$ cat config.mk
export PLATFORM = sky130hd
export DESIGN_NAME = afe_group_pec_check_and_scale
export DESIGN_NICKNAME = d
export VERILOG_FILES = /design/src/rtl/core/agp_pkg.sv /design/src/rtl/core/afe_group_pec_check_and_scale.sv /design/src/rtl/core/agp_fifo.sv /design/src/rtl/core/agp_front.sv /design/src/rtl/core/agp_back.sv
export SDC_FILE = /design/constraint.sdc
export NUM_CORES = 1
export LEC_CHECK = 0
export BUFFER_PORTS_ARGS = -buffer_cell sky130_fd_sc_hd__buf_2
export CAP_MARGIN = 25
export CORE_UTILIZATION = 50
export CTS_CLUSTER_SIZE = 14
export DETAILED_ROUTE_END_ITERATION = 8
export HOLD_SLACK_MARGIN = 0.12
export PLACE_DENSITY_LB_ADDON = 0.08
export REMOVE_ABC_BUFFERS = 1
export SYNTH_ARGS = -nofsm -noshare
export SYNTH_HDL_FRONTEND = slang
export SYNTH_SLANG_ARGS = --single-unit
$ cat constraint.sdc
create_clock -name i_clk -period 8.82 [get_ports i_clk]
set_clock_uncertainty 0.1 [all_clocks]
set_input_delay 0.882 -clock i_clk [delete_from_list [all_inputs] [get_ports i_clk]]
set_output_delay 0.882 -clock i_clk [all_outputs]
set_load 0.05 [all_outputs]
$ cat src/rtl/core/agp_pkg.sv
// Shared types, constants and the PEC15 table function for the readback checker.
package agp_pkg;

    // Frame layout
    localparam int GROUP_BYTES = 6;
    localparam int MAX_CHIPS   = 8;
    localparam logic [2:0] POS_CODE_HI = 3'd6;
    localparam logic [2:0] POS_CODE_LO = 3'd7;

    // PEC15 code
    localparam logic [15:0] PEC_SEED = 16'h0010;
    localparam logic [14:0] PEC_POLY = 15'h4599;
    localparam logic [11:0] RAW_MASK = 12'hFFF;

    // Millivolt scaling: floor(p / 1000) == (p * DIV_RECIP) >> DIV_SHIFT for p < 2^22
    localparam int          DIV_SHIFT = 32;
    localparam logic [22:0] DIV_RECIP = 23'd4294968;
    localparam logic [11:0] MV_MAX    = 12'd4095;

    // Group read operations
    localparam logic [2:0] OP_CELL_A = 3'd0;
    localparam logic [2:0] OP_CELL_B = 3'd1;
    localparam logic [2:0] OP_CELL_C = 3'd2;
    localparam logic [2:0] OP_CELL_D = 3'd3;
    localparam logic [2:0] OP_AUX_A  = 3'd4;
    localparam logic [2:0] OP_AUX_B  = 3'd5;

    // Configuration register indexes
    localparam logic [1:0] REG_LSB_MICROVOLTS = 2'd0;
    localparam logic [1:0] REG_CELLS_PER_CHIP = 2'd1;
    localparam logic [1:0] REG_SERIES_CELLS   = 2'd2;

    // Queue depths
    localparam int JOB_DEPTH_DEF = 2;
    localparam int RES_DEPTH_DEF = 4;

    typedef struct packed {
        logic [7:0] data_byte;
        logic       frame_start;
        logic [2:0] chip_index;
        logic [2:0] operation;
    } t_item;

    typedef struct packed {
        logic [6:0]  value_index;
        logic [11:0] millivolts;
        logic        is_aux;
        logic        pec_error;
        logic        last;
    } t_result;

    typedef struct packed {
        logic [9:0] lsb_microvolts;
        logic [3:0] cells_per_chip;
        logic [6:0] series_cells;
    } t_cfg;

    // One classified frame: which slots to emit, their indexes and raw readings
    typedef struct packed {
        logic             pec_error;
        logic             is_aux;
        logic [2:0]       mask;
        logic [2:0][6:0]  idx;
        logic [2:0][11:0] raw;
    } t_job;

    // PEC15 table entry
    function automatic logic [14:0] pec_entry(input logic [7:0] idx);
        logic [14:0] rem;
        rem = {idx, 7'd0};
        for (int b = 0; b < 8; b++) begin
            if (rem[14]) begin
                rem = {rem[13:0], 1'b0} ^ PEC_POLY;
            end else begin
                rem = {rem[13:0], 1'b0};
            end
        end
        return rem;
    endfunction

endpackage

$ cat src/rtl/core/afe_group_pec_check_and_scale.sv
// Top level: register-group readback checker and millivolt scaler.
//
// Usage: response bytes enter as words on the push/full side, one byte per word:
// six data bytes, then the received PEC high and low bytes. frame_start marks
// data byte 0. On the closing byte the frame is checked; a mismatch gives a
// single error word, a match gives up to three indexed millivolt words, the
// final one flagged last. Results leave on the empty/pop side, oldest first.
// Configuration is written through i_cfg_we/i_cfg_index/i_cfg_data while idle.
//
// Throughput: one byte per cycle while full is low. Results drain one per cycle while popped.
// The first result of a frame passes the job queue, the product register of the
// scaler and the result queue before it is on the output.
// full rises only while the job queue holds JOB_DEPTH frames, which happens
// when the receiver stops popping and the result queue (RES_DEPTH words) fills.
// A stalled result holds on o_result until popped; nothing is dropped.
// Reset: both queues empty, byte position 0, code seeded, registers to defaults.
module afe_group_pec_check_and_scale #(
    parameter int JOB_DEPTH = agp_pkg::JOB_DEPTH_DEF,
    parameter int RES_DEPTH = agp_pkg::RES_DEPTH_DEF
) (
    input  logic             i_clk,
    input  logic             i_rst_n,
    input  logic             push,
    input  agp_pkg::t_item   i_item,
    output logic             full,
    output logic             empty,
    input  logic             pop,
    output agp_pkg::t_result o_result,
    input  logic             i_cfg_we,
    input  logic [1:0]       i_cfg_index,
    input  logic [9:0]       i_cfg_data
);
    import agp_pkg::*;

    t_cfg    r_cfg;
    logic    accept;
    logic    job_push, job_full, job_empty, job_pop;
    t_job    job_in, job_out;
    logic [$clog2(JOB_DEPTH+1)-1:0] job_count;
    logic    res_push, res_full;
    t_result res_in, res_out;
    logic [$clog2(RES_DEPTH+1)-1:0] res_count;
    logic [$bits(t_job)-1:0]    job_bits;
    logic [$bits(t_result)-1:0] res_bits;

    // Configuration registers
    always_ff @(posedge i_clk) begin
        if (!i_rst_n) begin
            r_cfg.lsb_microvolts <= 10'd100;
            r_cfg.cells_per_chip <= 4'd12;
            r_cfg.series_cells   <= 7'd12;
        end else if (i_cfg_we) begin
            case (i_cfg_index)
                REG_LSB_MICROVOLTS: r_cfg.lsb_microvolts <= i_cfg_data;
                REG_CELLS_PER_CHIP: r_cfg.cells_per_chip <= i_cfg_data[3:0];
                REG_SERIES_CELLS:   r_cfg.series_cells   <= i_cfg_data[6:0];
                default: ;
            endcase
        end
    end

    assign full   = job_full;
    assign accept = push && !job_full;

    agp_front u_front (
        .i_clk      (i_clk),
        .i_rst_n    (i_rst_n),
        .i_accept   (accept),
        .i_item     (i_item),
        .i_cfg      (r_cfg),
        .o_job_push (job_push),
        .o_job      (job_in)
    );

    // Job queue between front and back
    agp_fifo #(
        .WIDTH ($bits(t_job)),
        .DEPTH (JOB_DEPTH)
    ) u_job_q (
        .i_clk   (i_clk),
        .i_rst_n (i_rst_n),
        .i_push  (job_push),
        .i_data  (job_in),
        .o_full  (job_full),
        .i_pop   (job_pop),
        .o_empty (job_empty),
        .o_data  (job_bits),
        .o_count (job_count)
    );
    assign job_out = t_job'(job_bits);

    agp_back #(
        .RES_DEPTH (RES_DEPTH)
    ) u_back (
        .i_clk       (i_clk),
        .i_rst_n     (i_rst_n),
        .i_cfg       (r_cfg),
        .i_job_empty (job_empty),
        .i_job       (job_out),
        .o_job_pop   (job_pop),
        .i_res_count (res_count),
        .o_res_push  (res_push),
        .o_res       (res_in)
    );

    // Result queue to the receiver
    agp_fifo #(
        .WIDTH ($bits(t_result)),
        .DEPTH (RES_DEPTH)
    ) u_res_q (
        .i_clk   (i_clk),
        .i_rst_n (i_rst_n),
        .i_push  (res_push),
        .i_data  (res_in),
        .o_full  (res_full),
        .i_pop   (pop),
        .o_empty (empty),
        .o_data  (res_bits),
        .o_count (res_count)
    );
    assign res_out  = t_result'(res_bits);
    assign o_result = res_out;

    // Scaler credit must keep the result queue from overflowing
    a_res_no_overflow: assert property (@(posedge i_clk) disable iff (!i_rst_n)
        res_push |-> !res_full)
        else $error("result word pushed into full queue");

    // Front only pushes a job when the byte was taken, so never into a full queue
    a_job_no_overflow: assert property (@(posedge i_clk) disable iff (!i_rst_n)
        job_push |-> !job_full)
        else $error("job pushed into full queue");

    // A job stays at the head until its last slot issues
    a_job_pop_last: assert property (@(posedge i_clk) disable iff (!i_rst_n)
        job_pop |=> res_push && res_in.last)
        else $error("job retired without a last word");

    // An error word is always the only and final word of its frame
    a_err_is_last: assert property (@(posedge i_clk) disable iff (!i_rst_n)
        (!empty && res_out.pec_error) |-> (res_out.last && res_out.millivolts == '0))
        else $error("error word not last or not zero");

    // Job count bookkeeping stays within depth
    a_job_count: assert property (@(posedge i_clk) disable iff (!i_rst_n)
        job_count <= ($clog2(JOB_DEPTH+1))'(JOB_DEPTH))
        else $error("job queue count out of range");

endmodule

$ cat src/rtl/core/agp_fifo.sv
// Small register-based word queue with occupancy count.
module agp_fifo #(
    parameter int WIDTH = 8,
    parameter int DEPTH = 2
) (
    input  logic                         i_clk,
    input  logic                         i_rst_n,
    input  logic                         i_push,
    input  logic [WIDTH-1:0]             i_data,
    output logic                         o_full,
    input  logic                         i_pop,
    output logic                         o_empty,
    output logic [WIDTH-1:0]             o_data,
    output logic [$clog2(DEPTH+1)-1:0]   o_count
);
    localparam int PW = (DEPTH > 1) ? $clog2(DEPTH) : 1;
    localparam int CW = $clog2(DEPTH + 1);

    logic [WIDTH-1:0] r_mem [DEPTH];
    logic [PW-1:0]    r_wr, n_wr;
    logic [PW-1:0]    r_rd, n_rd;
    logic [CW-1:0]    r_count, n_count;
    logic             do_push, do_pop;

    assign o_full  = (r_count == CW'(DEPTH));
    assign o_empty = (r_count == '0);
    assign o_data  = r_mem[r_rd];
    assign o_count = r_count;

    assign do_push = i_push && !o_full;
    assign do_pop  = i_pop && !o_empty;

    // Pointer and count update
    always_comb begin
        n_wr    = r_wr;
        n_rd    = r_rd;
        n_count = r_count;
        if (do_push) begin
            n_wr = (r_wr == PW'(DEPTH - 1)) ? '0 : r_wr + 1'b1;
        end
        if (do_pop) begin
            n_rd = (r_rd == PW'(DEPTH - 1)) ? '0 : r_rd + 1'b1;
        end
        if (do_push && !do_pop) begin
            n_count = r_count + 1'b1;
        end else if (do_pop && !do_push) begin
            n_count = r_count - 1'b1;
        end
    end

    always_ff @(posedge i_clk) begin
        if (!i_rst_n) begin
            r_wr    <= '0;
            r_rd    <= '0;
            r_count <= '0;
        end else begin
            r_wr    <= n_wr;
            r_rd    <= n_rd;
            r_count <= n_count;
        end
    end

    // Storage
    always_ff @(posedge i_clk) begin
        if (do_push) begin
            r_mem[r_wr] <= i_data;
        end
    end

endmodule

$ cat src/rtl/core/agp_front.sv
// Front end: byte framing, PEC15 check and classification of each frame into a job.
module agp_front (
    input  logic          i_clk,
    input  logic          i_rst_n,
    input  logic          i_accept,
    input  agp_pkg::t_item i_item,
    input  agp_pkg::t_cfg  i_cfg,
    output logic          o_job_push,
    output agp_pkg::t_job  o_job
);
    import agp_pkg::*;

    logic [2:0]  r_pos, n_pos;
    logic [15:0] r_code, n_code;
    logic [7:0]  r_code_hi, n_code_hi;
    logic [7:0]  r_held [GROUP_BYTES];

    logic [2:0]  pos_eff;
    logic [15:0] code_eff;
    logic [7:0]  tab_idx;
    logic [15:0] computed, received;
    logic [2:0][11:0] raw;
    logic [2:0]  cell_mask;
    logic [2:0][6:0] cell_idx;
    logic [6:0]  aux_base;
    logic [3:0]  slot;
    logic [7:0]  gidx;
    t_job        job;
    logic        job_push;

    assign pos_eff  = i_item.frame_start ? 3'd0 : r_pos;
    assign code_eff = i_item.frame_start ? PEC_SEED : r_code;
    assign tab_idx  = code_eff[14:7] ^ i_item.data_byte;
    assign computed = {code_eff[14:0], 1'b0};
    assign received = {r_code_hi, i_item.data_byte};
    assign aux_base = 7'(i_item.chip_index) * 7'd5;

    // Little-endian readings from held bytes
    always_comb begin
        for (int c = 0; c < 3; c++) begin
            raw[c] = {r_held[2*c+1][3:0], r_held[2*c]} & RAW_MASK;
        end
    end

    // Cell slots: skip past cells_per_chip and past the pack's last cell
    always_comb begin
        cell_mask = '0;
        cell_idx  = '0;
        slot      = '0;
        gidx      = '0;
        for (int c = 0; c < 3; c++) begin
            slot = 4'(i_item.operation[1:0]) * 4'd3 + 4'(c);
            gidx = 8'(i_item.chip_index) * 8'(i_cfg.cells_per_chip) + 8'(slot);
            cell_idx[c]  = gidx[6:0];
            cell_mask[c] = (slot < i_cfg.cells_per_chip) &&
                           (gidx < 8'(i_cfg.series_cells));
        end
    end

    // Per-byte framing and job build on the closing byte
    always_comb begin
        n_pos     = r_pos;
        n_code    = r_code;
        n_code_hi = r_code_hi;
        job       = '0;
        job_push  = 1'b0;
        if (i_accept) begin
            if (pos_eff < 3'(GROUP_BYTES)) begin
                n_code = {code_eff[7:0], 8'd0} ^ {1'b0, pec_entry(tab_idx)};
                n_pos  = pos_eff + 1'b1;
            end else if (pos_eff == POS_CODE_HI) begin
                n_code    = code_eff;
                n_code_hi = i_item.data_byte;
                n_pos     = POS_CODE_LO;
            end else begin
                n_pos  = '0;
                n_code = PEC_SEED;
                if ({1'b0, i_item.chip_index} < 4'(MAX_CHIPS)) begin
                    if (computed != received) begin
                        // error word: one zero-valued slot
                        job.pec_error = 1'b1;
                        job.mask      = 3'b001;
                        job_push      = 1'b1;
                    end else begin
                        job.raw = raw;
                        unique case (i_item.operation) inside
                            OP_CELL_A, OP_CELL_B, OP_CELL_C, OP_CELL_D: begin
                                job.mask = cell_mask;
                                job.idx  = cell_idx;
                            end
                            OP_AUX_A: begin
                                job.is_aux = 1'b1;
                                job.mask   = 3'b111;
                                for (int c = 0; c < 3; c++) begin
                                    job.idx[c] = aux_base + 7'(c);
                                end
                            end
                            OP_AUX_B: begin
                                job.is_aux = 1'b1;
                                job.mask   = 3'b011;
                                for (int c = 0; c < 3; c++) begin
                                    job.idx[c] = aux_base + 7'd3 + 7'(c);
                                end
                            end
                            default: begin
                                job.mask = '0;
                            end
                        endcase
                        job_push = (job.mask != '0);
                    end
                end
            end
        end
    end

    assign o_job      = job;
    assign o_job_push = job_push;

    always_ff @(posedge i_clk) begin
        if (!i_rst_n) begin
            r_pos     <= '0;
            r_code    <= PEC_SEED;
            r_code_hi <= '0;
        end else begin
            r_pos     <= n_pos;
            r_code    <= n_code;
            r_code_hi <= n_code_hi;
        end
    end

    // Data byte hold
    always_ff @(posedge i_clk) begin
        if (i_accept && (pos_eff < 3'(GROUP_BYTES))) begin
            r_held[pos_eff] <= i_item.data_byte;
        end
    end

endmodule

$ cat src/rtl/core/agp_back.sv
// Back end: walks each job's slots, scales readings to millivolts, feeds the result queue.
module agp_back #(
    parameter int RES_DEPTH = agp_pkg::RES_DEPTH_DEF
) (
    input  logic                            i_clk,
    input  logic                            i_rst_n,
    input  agp_pkg::t_cfg                   i_cfg,
    input  logic                            i_job_empty,
    input  agp_pkg::t_job                   i_job,
    output logic                            o_job_pop,
    input  logic [$clog2(RES_DEPTH+1)-1:0]  i_res_count,
    output logic                            o_res_push,
    output agp_pkg::t_result                o_res
);
    import agp_pkg::*;

    localparam int CW = $clog2(RES_DEPTH + 1);

    logic [2:0]  r_done;
    logic [2:0]  rem, sel;
    logic        is_last, credit, issue;
    logic [11:0] sel_raw;
    logic [6:0]  sel_idx;
    logic [21:0] prod;

    logic        r_a_valid;
    logic [21:0] r_a_prod;
    logic [6:0]  r_a_idx;
    logic        r_a_aux, r_a_err, r_a_last;

    logic [44:0] q_full;
    logic [12:0] q;
    t_result     res;

    // Slot pick: lowest slot not yet issued
    assign rem     = i_job.mask & ~r_done;
    assign sel     = rem & (~rem + 1'b1);
    assign is_last = ((rem & ~sel) == '0);
    assign credit  = ({1'b0, i_res_count} + (CW+1)'(r_a_valid)) < (CW+1)'(RES_DEPTH);
    assign issue   = !i_job_empty && credit && (rem != '0);
    assign o_job_pop = issue && is_last;

    always_comb begin
        sel_raw = '0;
        sel_idx = '0;
        for (int c = 0; c < 3; c++) begin
            if (sel[c]) begin
                sel_raw = i_job.raw[c];
                sel_idx = i_job.idx[c];
            end
        end
    end

    assign prod = 22'(sel_raw) * 22'(i_cfg.lsb_microvolts);

    always_ff @(posedge i_clk) begin
        if (!i_rst_n) begin
            r_done    <= '0;
            r_a_valid <= 1'b0;
        end else begin
            r_a_valid <= issue;
            if (issue) begin
                r_done <= is_last ? 3'b000 : (r_done | sel);
            end
        end
    end

    // Product stage
    always_ff @(posedge i_clk) begin
        if (issue) begin
            r_a_prod <= prod;
            r_a_idx  <= sel_idx;
            r_a_aux  <= i_job.is_aux;
            r_a_err  <= i_job.pec_error;
            r_a_last <= is_last;
        end
    end

    // Divide by 1000 through the reciprocal, then saturate
    assign q_full = 45'(r_a_prod) * 45'(DIV_RECIP);
    assign q      = q_full[44:DIV_SHIFT];

    always_comb begin
        res.value_index = r_a_idx;
        res.millivolts  = (q > 13'(MV_MAX)) ? MV_MAX : q[11:0];
        res.is_aux      = r_a_aux;
        res.pec_error   = r_a_err;
        res.last        = r_a_last;
    end

    assign o_res_push = r_a_valid;
    assign o_res      = res;

endmodule

Yosys cells after proc, flatten, opt, wreduce, memory -nomap -nowiden
Memories as Yosys holds them, arrays and structs flattened. A register that Yosys moved wholly into a read port is not among the register bits.
Cells that the tools add are included.
{"block": "op_classes", "eq_ne": 13, "n_lt_le_gt_ge": 9, "multipliers": 5, "n_addsub": 21, "n_bitwise": 18, "muxes": 74, "n_reduce_logical": 39}
{"operator": "two-way mux 15 bit", "count": 27}
{"operator": "two-way mux 62 bit", "count": 3}
{"operator": "one-hot mux 21 bit (3 select lines)", "count": 1}
{"operator": "two-way mux 57 bit", "count": 1}
{"operator": "NOT 7 bit", "count": 8}
{"operator": "two-way mux 12 bit", "count": 4}
{"operator": "multiplier 22 x 20 -> 42 bit, second input constant", "count": 1}
{"operator": "two-way mux 3 bit", "count": 11}
{"operator": "adder 7 x 4 -> 8 bit", "count": 3}
{"operator": "< comparator 8 x 7 -> 1 bit", "count": 3}
{"operator": "multiplier 12 x 10 -> 22 bit", "count": 1}
{"operator": "two-way mux 7 bit", "count": 3}
{"operator": "two-way mux 1 bit", "count": 17}
{"operator": "logical AND 1 bit", "count": 16}
{"operator": "inequality test 16 bit", "count": 1}
{"operator": "XOR 15 bit", "count": 1}
{"operator": "adder 6 x 2 -> 7 bit, second input constant", "count": 2}
{"operator": "greater-than comparator 13 x 12 -> 1 bit, second input constant", "count": 1}
{"operator": "== test 3 bit, second input constant", "count": 4}
{"operator": "< comparator 4 bit", "count": 3}
{"operator": "two-way mux 2 bit", "count": 6}
{"operator": "adder 3 x 1 -> 3 bit, second input constant", "count": 3}
{"operator": "bitwise AND 3 bit", "count": 3}
{"operator": "logical NOT 3 bit", "count": 3}
{"operator": "other kinds (32)", "count": 53}
{"block": "word_totals", "ramBits": 260, "output_inout_bits": 24, "n_memories": 3, "in_bits": 32, "register_bits": 94, "elab_cells": 201}
{"memory": "u_job_q.r_mem", "words": 2, "width": 62, "read_ports": 1, "rd_ports_with_merged_regs": 1, "write_ports": 1, "line": "agp_fifo.sv:19", "text": "logic [WIDTH-1:0] r_mem [DEPTH];"}
{"memory": "u_res_q.r_mem", "words": 4, "width": 22, "read_ports": 1, "rd_ports_with_merged_regs": 1, "write_ports": 1, "line": "agp_fifo.sv:19"}
{"memory": "u_front.r_held", "words": 6, "width": 8, "read_ports": 6, "rd_ports_with_merged_regs": 0, "write_ports": 1, "line": "agp_front.sv:16", "text": "logic [7:0] r_held [GROUP_BYTES];"}

Longest topological paths before layout
{"block": "logic_depth", "word_depth": 36, "ltp_mapped": 27, "ltp_nobuf": 25}

Modules after synthesis
From an unflattened synthesis, not the netlist that was laid out.
{"block": "unflattened", "hier_cells": 2249, "area_unflattened_um2": 25976.2}
{"mod": "agp_back", "seq_area_each_um2": 1041.0, "area_each_um2": 10976.8, "cells_per_inst": 1148, "instances": 1}
{"mod": "agp_front", "seq_area_each_um2": 1601.5, "area_each_um2": 5684.2, "cells_per_inst": 630, "instances": 1}
{"mod": "agp_fifo at u_job_q", "seq_area_each_um2": 3823.7, "area_each_um2": 4705.8, "cells_per_inst": 218, "instances": 1}
{"mod": "agp_fifo at u_res_q", "seq_area_each_um2": 2822.7, "area_each_um2": 3731.1, "cells_per_inst": 165, "instances": 1}
{"mod": "afe_group_pec_check_and_scale", "seq_area_each_um2": 420.4, "area_each_um2": 878.3, "cells_per_inst": 88, "instances": 1}

Worst setup path before layout
No wires, ideal clock.
{"block": "synth_timing", "path_type": "input-to-reg", "start": "input i_item[5] (netlist bit)", "end": "memory u_job_q.r_mem[0][0] (netlist bit), enable pin", "required_time_ns": 8.233, "stages": 14, "path_buffers": 0, "setup_time_ns": 0.487, "t_arrival_ns": 6.923, "slack_ns": 1.310, "cell_sequence": "and2_1 > fa_1 > ha_1 > fa_1 > xor2_1 > and2_1 > nor2b_1 > xnor2_1 > ha_1 > a2111oi_0 > o211ai_1 > o21ai_0 > o21a_1 > nor2b_1"}
{"block": "synth_between", "elab_chain_cells": 17, "word_cells_on_any_way": 23, "cone_classes": "add/sub (3); mul (1); order compare (3); mux (11); reduce/logical (5)"}
{"element": "start: declaration", "line": "afe_group_pec_check_and_scale.sv:24", "text": "input agp_pkg::t_item i_item,"}
{"element": "multiplier 3 x 4 -> 7 bit *", "line": "agp_front.sv:53", "text": "gidx = 8'(i_item.chip_index) * 8'(i_cfg.cells_per_chip) + 8'(slot);"}
{"element": "adder 7 x 4 -> 8 bit", "line": "agp_front.sv:53"}
{"element": "< comparator 8 x 7 -> 1 bit", "line": "agp_front.sv:56", "text": "(gidx < 8'(i_cfg.series_cells));"}
{"element": "logical AND 1 bit", "line": "agp_front.sv:55", "text": "cell_mask[c] = (slot < i_cfg.cells_per_chip) &&"}
{"element": "one-hot mux 3 bit (3 select lines) *", "line": "agp_front.sv:86", "text": "unique case (i_item.operation) inside"}
{"element": "two-way mux 3 bit *", "line": "agp_front.sv:79", "text": "if (computed != received) begin"}
{"element": "two-way mux 3 bit *", "line": "agp_front.sv:71", "text": "end else if (pos_eff == POS_CODE_HI) begin"}
{"element": "two-way mux 3 bit *", "line": "agp_front.sv:68", "text": "if (pos_eff < 3'(GROUP_BYTES)) begin"}
{"element": "[... 2 more ...]"}
{"element": "two-way mux 1 bit *", "line": "agp_front.sv:79"}
{"element": "two-way mux 1 bit *", "line": "agp_front.sv:71"}
{"element": "two-way mux 1 bit *", "line": "agp_front.sv:68"}
{"element": "two-way mux 1 bit *", "line": "agp_front.sv:67", "text": "if (i_accept) begin"}
{"element": "logical AND 1 bit *", "line": "agp_fifo.sv:30", "text": "assign do_push = i_push && !o_full;"}
{"element": "net u_job_q.do_push", "line": "agp_fifo.sv:23", "text": "logic do_push, do_pop;"}
{"element": "two-way mux 1 bit *", "line": "agp_fifo.sv:65", "text": "if (do_push) begin"}
{"element": "two-way mux 1 bit (implied by the code) *", "line": "agp_fifo.sv:66", "text": "r_mem[r_wr] <= i_data;"}
{"element": "end: declaration", "line": "agp_fifo.sv:19"}
The timed path passes the listed nets; every way through them passes the cells marked *. The select of a mux whose other input is x is not followed.

==> impl_metrics.json <==
{
  "maxSlewHeadroom": 0.358,
  "cts_resized": 0,
  "wl_per_cell_um": 18.2,
  "grt.total_usage": 0.220,
  "clock_latency_ps": 550,
  "grt_pass1_vias": 17700,
  "synth.yosys.seq_area_share": 0.375,
  "min_period_over_period": 0.819,
  "grt_remaining_overflow": 0,
  "ctsHoldBuffers": 0,
  "slew_violations": 0,
  "fin_area_mm2": 0.0280,
  "layout.nets": 2877,
  "fill_cells": 4491,
  "fmax_mhz": 138,
  "worstHoldPathType": "reg2reg",
  "root_buffer": "clkbuf_16",
  "power_uw": 4690,
  "netlist_instances": 2304,
  "drt_first_pass_iters": 5,
  "start_kind": "register",
  "ys_types": 72,
  "cp_max_fo": 10,
  "fin_util": 0.555,
  "grt_pass1_wl_mm": 91.9,
  "rsz0062_at_grt": "no",
  "ir_drop_mv": 0.168,
  "cts_setup_buffers": 0,
  "period_minus_slack_ps": 7220,
  "place_area_mm2": 0.0269,
  "crit_arrival_ps": 7320,
  "dp_cells": 2994,
  "initial_utilization": 0.510,
  "required_ps": 8910,
  "crit_type": "reg2reg",
  "ios": 56,
  "die_h_um": 229,
  "routed-via-count": 16500,
  "synth.avg_cell_area_um2": 11.2,
  "synthArstFlopShare": 0,
  "final_common_cell": "inv_1",
  "holdWs_ps": 393,
  "hpwl_mm": 43.2,
  "final_hold_viol_count": 0,
  "cp_slowest_cell": "o21ai_1",
  "cp_common_cell": "fa_1",
  "p_leak_uw": 0.0124,
  "cts.path.max_buffers": 3,
  "h-tree-depth": 2,
  "synth_edf_count": 278,
  "tightest_slew_ps": 962,
  "area_growth_pct": 8.92,
  "ys_seq_elements": 343,
  "clock_sinks": 343,
  "core-area_mm2": 0.0505,
  "drt-initial-drc-count": 850,
  "numPortBuffers": 55,
  "critical_path.max_stage_delay_ps": 750,
  "final_cell_mix": "inv_1, ha_1, edfxtp_1",
  "cts_tree": "yes",
  "place.gp.congestion": 0.919,
  "setup_viol": 0,
  "ys.flop_type": "edfxtp_1",
  "drc": 0,
  "dieArea_mm2": 0.0524,
  "placementRows": 82,
  "syn_area_mm2": 0.0257,
  "cap_violations": 0,
  "status": "complete, no violations",
  "ys.warnings.count": 0,
  "end_kind": "register",
  "drive_above_1_share": 0.0790,
  "cts-buffers-inserted": 37,
  "path_clk_slew_ps": 60,
  "wl_mm": 55.6,
  "die_w_um": 229,
  "path_cells": "ha_1 -> ha_1 -> inv_1 -> fa_1 -> fa_1 -> inv_1 -> fa_1 -> inv_1 -> fa_1 -> fa_1 -> inv_1 -> ha_1 -> a21oi_1 -> o21ai_0 -> o21ai_0 -> a31oi_1 -> o311ai_0 -> a21boi_0 -> o21ai_1 -> o21ai_0",
  "power_density_mw_per_mm2": 167,
  "layout.cells.non_filler": 3064,
  "grt_max_degree": 49,
  "avgViaCountPerCell": 5.38,
  "ant_nets": 0,
  "grt_antenna_before_repair": 0
}
area by class of cell:
class | instances | area, um^2 | area share
Antenna cell | 1 | 2.50 | 0.0000893
Tap cell | 672 | 841 | 0.0300
Multi-Input combinational cell | 1565 | 14600 | 0.521
Clock buffer | 53 | 1020 | 0.0362
Clock inverter | 15 | 143 | 0.00509
Timing Repair Buffer | 88 | 541 | 0.0193
Inverter | 327 | 1230 | 0.0438
Sequential cell | 343 | 9650 | 0.344
final timing paths:
path                                         end                         start  slack (ps)  cells past startpoint
setup / recovery  u_res_q.r_mem[1][10]$_DFFE_PP_  u_back.r_a_prod[2]$_DFFE_PP_        1600                     20
hold / removal    u_res_q.r_mem[0][17]$_DFFE_PP_   u_back.r_a_idx[2]$_DFFE_PP_         390                      0
setup reg to reg  u_res_q.r_mem[1][10]$_DFFE_PP_  u_back.r_a_prod[2]$_DFFE_PP_        1600                     20
hold reg to reg   u_res_q.r_mem[0][17]$_DFFE_PP_   u_back.r_a_idx[2]$_DFFE_PP_         390                      0
cell families (layout without fill, tap and decap cells):
group	count (synthesis)	after routing	synth area share
XOR/XNOR	118	118	0.0426
other	0	1	0
buffers and inverters	396	483	0.0583
flip-flops	343	343	0.375
multiplexers	82	82	0.0427
adder cells (fa/ha/maj)	483	483	0.288
AND/OR/NAND/NOR	563	563	0.112
AO/OA/AOI/OAI	319	319	0.0812
cell usage after synthesis (42+ instances only):
library cell  count  area share
o21ai_0          63       0.012
and3_1           42       0.010
ha_1            301        0.15
mux2i_1          57       0.022
inv_1           327       0.048
and2_1           74       0.018
edfxtp_1        278        0.32
fa_1            182        0.14
clkbuf_1         61      0.0089
xnor2_1          81       0.028
nor2_1           77       0.011
a21oi_1          87       0.017
dfxtp_1          65       0.051
nor2b_1          69       0.017
nand2_1         183       0.027
sequential cells by signal, summed over array words and instances, names as in the netlist, 2 cells and up, named ones only:
name and cells:
r_cfg 21, u_back.r_a_idx 7, u_back.r_a_prod 22, u_back.r_done 3, u_front.r_code 15, u_front.r_code_hi 8
u_front.r_held 36, u_front.r_pos 3, u_job_q.o_count 2, u_job_q.r_mem 122, u_res_q.o_count 3, u_res_q.r_mem 88
u_res_q.r_rd 2, u_res_q.r_wr 2
worst max-delay path, delay by kind of cell, from the launching register on:
| family | cells | cell delay [ps] |
|---|---|---|
| compound gates | 8 | 2770 |
| fa+ha+maj | 8 | 3280 |
| buf+inv | 4 | 210 |
| flops | 1 | 520 |
per-layer routing:
layer	up-vias	global-route usage	routed length (um)
li1	8051	-	-
met1	8143	0.281	25100
met5	-	0	0
met3	64	0.0211	1400
met4	0	0.0590	1130
met2	235	0.396	28000
per-stage QoR:
stage | TNS [ps] | setup WS (ps)
finish | 0 | 1600
global route | 0 | 1130
detailed placement | 0 | 1320
CTS | 0 | 1290
global placement | 0 | 1600
floorplan | -260 | -248
where the power goes:
part | leakage (uW) | internal [uW] | switching (uW)
Combinational | 0.00862 | 575 | 770
Sequential | 0.00320 | 1800 | 65.9
Clock | 0.000551 | 845 | 634
Total | 0.0124 | 3220 | 1470
Note: power is estimated with default switching activity, not from simulation.
